**src/hw/rtl/avs_pkg.sv**
```systemverilog
`timescale 1ns / 1ps
// ----------------------------------------------------------------------------
// avs_pkg
// Shared constants and controller/datapath interface types for the absolute
// value statistics unit.
// ----------------------------------------------------------------------------
package avs_pkg;

	localparam int unsigned MAX_SAMPLES_DEF = 1024;
	localparam int unsigned DATA_W          = 32;
	localparam int unsigned VAR_W           = 64;
	localparam int unsigned COUNT_OUT_W     = 11;
	localparam int unsigned PADDR_W         = 3;
	localparam int unsigned PDATA_W         = 32;

	localparam logic [0:0] REG_MIN_FLOOR = 1'b0;

	typedef struct packed {
		logic load;
		logic mean_start;
		logic mean_done;
		logic pass_read;
		logic var_start;
		logic finish;
	} avs_cmd_t;

	typedef struct packed {
		logic div_done;
		logic reads_done;
		logic pipe_busy;
	} avs_status_t;

endpackage

```
**src/hw/rtl/avs_ctrl.sv**
```systemverilog
`timescale 1ns / 1ps
// ----------------------------------------------------------------------------
// avs_ctrl
// Sequencer for sample loading, mean division, variance pass and result.
// ----------------------------------------------------------------------------
module avs_ctrl
	import avs_pkg::*;
(
	input  logic        clk,
	input  logic        arst_n,
	input  logic        start,
	input  logic        last,
	input  avs_status_t status,
	output avs_cmd_t    cmd,
	output logic        busy
);

	localparam logic [2:0] S_IDLE      = 3'd0;
	localparam logic [2:0] S_MEAN_GO   = 3'd1;
	localparam logic [2:0] S_MEAN_WAIT = 3'd2;
	localparam logic [2:0] S_PASS      = 3'd3;
	localparam logic [2:0] S_VAR_WAIT  = 3'd4;

	logic [2:0] state_q;
	logic [2:0] state_d;

	always_comb begin
		state_d = state_q;
		cmd     = '0;
		unique case (state_q)
			S_IDLE: begin
				cmd.load = start;
				if (start && last) begin
					state_d = S_MEAN_GO;
				end
			end
			S_MEAN_GO: begin
				cmd.mean_start = 1'b1;
				state_d        = S_MEAN_WAIT;
			end
			S_MEAN_WAIT: begin
				if (status.div_done) begin
					cmd.mean_done = 1'b1;
					state_d       = S_PASS;
				end
			end
			S_PASS: begin
				cmd.pass_read = !status.reads_done;
				if (status.reads_done && !status.pipe_busy) begin
					cmd.var_start = 1'b1;
					state_d       = S_VAR_WAIT;
				end
			end
			S_VAR_WAIT: begin
				if (status.div_done) begin
					cmd.finish = 1'b1;
					state_d    = S_IDLE;
				end
			end
			default: begin
				state_d = S_IDLE;
			end
		endcase
	end

	always_ff @(posedge clk or negedge arst_n) begin
		if (!arst_n) begin
			state_q <= S_IDLE;
		end else begin
			state_q <= state_d;
		end
	end

	assign busy = state_q != S_IDLE;

	a_var_after_drain: assert property (@(posedge clk) disable iff (!arst_n)
		cmd.var_start |-> status.reads_done && !status.pipe_busy)
		else $error("Variance division started before the pass drained.");

	a_last_starts_mean: assert property (@(posedge clk) disable iff (!arst_n)
		cmd.load && last |=> state_q == S_MEAN_GO)
		else $error("Last transfer did not start the mean division.");

endmodule

```
**config.mk**
```make
export PLATFORM = sky130hd
export DESIGN_NAME = avs_ctrl
export DESIGN_NICKNAME = d
export VERILOG_FILES = /design/src/hw/rtl/avs_pkg.sv /design/src/hw/rtl/avs_ctrl.sv
export SDC_FILE = /design/constraint.sdc
export NUM_CORES = 1
export LEC_CHECK = 0
export BUFFER_PORTS_ARGS = -buffer_cell sky130_fd_sc_hd__buf_2
export CAP_MARGIN = 20
export CORE_AREA = 4 4 41 43
export DETAILED_ROUTE_END_ITERATION = 6
export DIE_AREA = 0 0 45 47
export SYNTH_ARGS = -nofsm -noshare
export SYNTH_HDL_FRONTEND = slang
export SYNTH_SLANG_ARGS = --single-unit
```
**constraint.sdc**
```tcl
create_clock -name clk -period 1.05 [get_ports clk]
set_input_delay 0.21 -clock clk [delete_from_list [all_inputs] [get_ports clk]]
set_output_delay 0.21 -clock clk [all_outputs]
set_load 0.005 [all_outputs]
```
=== After elaboration in Yosys (flattened, before gate mapping) ===
Cells that the tools add are included.

* Add/subtract/negate cells: 0
* $mul: 0
* Div/mod/pow operators: 0
* $lt $le $gt $ge: 0
* Equality and inequality tests: 8
* Shift-type cells: 0
* Multiplexer cells: 12
* Bitwise logic cells: 0
* Reductions and logical operators: 7

{| class="wikitable"
|+ Operators with widths
! cell !! count
|-
| case mux 3 bit (5 select lines) || 1
|-
| two-way mux 3 bit || 4
|-
| != test 2 bit (second input constant) || 4
|-
| == test 3 x 2 -> 1 bit (second input constant) || 2
|-
| two-way mux 1 bit || 6
|-
| AND reduction 4 bit || 1
|-
| == test 3 x 1 -> 1 bit (second input constant) || 1
|-
| == test 3 bit (second input constant) || 1
|-
| logical NOT 3 bit || 1
|-
| nonzero test 3 bit || 1
|-
| logical AND 1 bit || 2
|-
| logical NOT 1 bit || 2
|-
| two-way mux 2 bit || 1
|}

* Register bits: 3
* Latch bits: 0
* RAM bits: 0
* Memory bits (read-only): 0
* Input port bits: 7
* Output and inout port bits: 7
* Memories: 0

=== Logic depth before layout (Yosys ltp) ===
* Word-level depth: 4
* Mapped depth: 3
* Gate-level depth less buffers: 3

=== Worst setup path after synthesis ===
No wires, ideal clock.

* Path kind: flip-flop to output port
* Start point: reg state_q[1]
* End point: out cmd[5] (netlist bit)
* Data arrival time: 914 ps
* Data required time: 840 ps
* Path slack: -74 ps
* Stages on the path, launching flop included: 3
* Buffers on the path: 0
* Cell sequence: dfrtp_1 > or3_4 > nor2_2

{| class="wikitable"
|+ RTL lines
! element !! RTL line !! text
|-
| start: declaration || avs_ctrl.sv:24 || <nowiki>logic [2:0] state_q;</nowiki>
|-
| start signal: assignment || avs_ctrl.sv:70 || <nowiki>state_q <= state_d;</nowiki>
|-
| end: declaration || avs_ctrl.sv:14 || <nowiki>output avs_cmd_t cmd,</nowiki>
|}

==> flow_summary.toml <==
[synthesis]
number_of_instances_in_the_synthesized_netlist = 24
synth_top_family_by_area = "simple AND/OR/NAND/NOR gates"
synth_xor_area_frac = 0
yosys.area.top_type_share = 0.370
post_synth_fa_ha_maj_area_fraction = 0
synth.largest_area_cell = "sky130_fd_sc_hd__dfrtp_1"
synth.area.mux_share = 0
simple_gate_fraction_of_synth_area = 0.451
yosys_register_bits = 3
syn-cell-area_um2 = 203
synthDistinctLibCells = 16
yosys_warnings = 0
synth.area.top_cells = "sky130_fd_sc_hd__dfrtp_1 37%, sky130_fd_sc_hd__nand3b_1 7.4%, sky130_fd_sc_hd__nor2_1 7.4%"
sequential_element_share_of_the_synthesized_area = 0.370
synth_area_in_compound_gates = 0.123
synth_nets = 31
syn-mean-instance-area_um2 = 8.45

[floorplanning]
chipWidth_um = 45
dieHeight_um = 47
floorplan.initialDensity = 0.156
fp-row-count = 13
ios = 14
die_area_mm2 = 0.00212
fp.coreArea_mm2 = 0.00130

[final_layout]
most_common_cell_after_layout_fill_and_taps_aside = "sky130_fd_sc_hd__buf_2"
layout.cells.most_common_list = "13 x sky130_fd_sc_hd__buf_2, 7 x sky130_fd_sc_hd__buf_4, 3 x sky130_fd_sc_hd__nor2_2, 3 x sky130_fd_sc_hd__inv_1, 3 x sky130_fd_sc_hd__clkbuf_4"
antenna-diode-count = 0
post_route_cells_drive_above_1_share = 0.660
layout-area-overhead-vs-synth_pct = 101
layout.nets = 58
register_bank_with_the_most_flops = "state_q"
final-instance-count-excl-fill = 65
registers_with_the_most_flip_flops = "state_q x3"
largest_register_ff_count = 3

[critical_path]
crit_path_start_kind = "register"
critPathCaptureType = "output pin"
req_time_crit_path_ns = 0.84
r2r_cells = 5
critical_path_arrival_ns = 1.20
r2r_start = "state_q[1]"
setup.worst_path.class = "register to output pin"
register_to_register_setup_slack_ns = 0.03
critPathMaxFanout = 4
reg2reg_to = "state_q[1]"

[sta]
fmax_ghz = 0.710
finalSetupViolations = 7
period_needed_ns = 1.41
clock-skew-final_ns = 0.00593
max-slew-margin-rel = 0.862
tightest_slew_ns = 0.205
min_period_over_period = 1.34
rsz_0062_raised_after_global_routing = "yes"
post_route_worst_hold_slack_ns = 0.231
fin_setup_tns_ns = -2.09
final-hold-violation-count = 0
final_critical_path_setup_slack_ns = -0.359
final-max-slew-violation-count = 0

[cts]
clk_path_buf_depth = 2
clock_tree.root_cell = "sky130_fd_sc_hd__clkbuf_4"
path_clk_slew_ns = 0.04
cts.sinks = 3
tritoncts.num_buffers = 3
clock_latency_reported_for_the_late_side_of_the_worst_skew_pair_ns = 0.23
cts_tree = "yes"
h-tree-depth = 1

[routing]
dr_total_vias = 259
detail_route.iter0.violations = 0
first_pass_iters = 1
detail-route-antenna-nets = 0
wl_per_cell_um = 10.1
drt_drc_violations_left = 0
route.detailed.vias_per_inst = 3.98
drt-total-wl_um = 656

[placement]
port_buffers = 13
gp_congestion = 0.734
pre_cts_ws_ns = -0.111
placed_cells_incl_taps = 58

[global_route]
global_route.usage.total = 0.0657
antenna_found_initial = 0
grt_remaining_overflow = 0
first_global_vias = 244
maximum_number_of_pins_on_one_net_before_global_route_repair = 6
first_pass_grt_wire_length_um = 938

[run]
max_cap_viols = 0

[power]
leakagePower_nw = 0.211
cellPowerDensity_mw_per_mm2 = 2330
irDropWorstVdd_mv = 0.685

[worst_hold_path]
worst_hold_path.endpoint = "state_q[2]"
hold-path-cell-count = 2
worst_hold_startpoint = "status[2]"
path_category_of_the_worst_min_delay_check = "input port to register"

[outcome]
status = "finished, violations left"
failing_checks = "setup timing"
[synth_stat cells, drive strengths merged]
cell type,number
nor4bb,1
o22ai,1
nand2,1
o21ai,1
nand3b,2
or3,1
and3,1
nand2b,1
nor3b,1
inv,3
a21oi,1
dfrtp,3
a221oi,1
nor2,5
nor3,1
[routing by layer]
layer  part of all wire  track usage  vias to the layer above
met5                  0            0                        -
met4                  0       0.0702                        0
met3               0.10       0.0153                        0
met2               0.44       0.0734                       13
met1               0.46       0.0938                      110
li1                   -            -                      136
[critical path, stage by stage (launching register included)]
cell and delay [ns]:
sky130_fd_sc_hd__dfrtp_1 0.39, sky130_fd_sc_hd__or3_4 0.40, sky130_fd_sc_hd__nor2_2 0.07, sky130_fd_sc_hd__buf_2 0.11
[report_power, final]
group / leakage (nW) / internal (mW) / switching (mW)
registers: 0.0351 / 0.165 / 0.0511
clock network: 0.0150 / 0.142 / 0.0586
logic: 0.161 / 0.304 / 0.229
total: 0.211 / 0.611 / 0.339
[worst max path at each step]
| stage | to | slack [ns] | start | cells past startpoint |
|---|---|---|---|---|
| 2_1_floorplan | cmd[5] | -0.06 | state_q[2] | 2 |
| 3_3_place_gp | cmd[5] | -0.10 | state_q[2] | 3 |
| 3_5_place_dp | cmd[5] | -0.11 | state_q[2] | 3 |
| 4_1_cts | cmd[5] | -0.37 | state_q[2] | 3 |
| 5_1_grt | cmd[5] | -0.39 | state_q[2] | 3 |
| 6_report | cmd[5] | -0.36 | state_q[2] | 3 |
[per-stage QoR]
stage / power, mW / util / instance area (um^2)
after CTS: 0.897 / 0.293 / 382
final: 0.950 / 0.313 / 408
after detailed placement: 0.648 / 0.255 / 332
after floorplan: 0.408 / - / 203
after global routing: 1.03 / 0.313 / 408
after global placement: 0.646 / 0.255 / 332
[cells by family (layout without fill, tap and decap cells)]
logic type	after synthesis	count (layout)
DFF	3	3
AOI/OAI and AO/OA	4	4
and+or+nand+nor	14	14
buffers and inverters	3	29
[layout make-up]
cell class / count / area (um^2)
flip-flops and latches: 3 / 76.3
multi-input cells: 18 / 136
repair buffers: 22 / 139
inverters: 3 / 11.3
clock buffers: 4 / 26.3
fillers: 153 / 893
well taps: 15 / 18.8
[repair_timing]
action | 4_1_cts | 5_1_grt
pin swaps | 0 | 3
hold buffers | 1 | 0
buffers inserted | 1 | 1
resized for setup | 1 | 6
setup endpoints to repair | 8 | 10
hold endpoints to repair | 3 | 0
No activity file was read; power rests on OpenSTA's default activity.
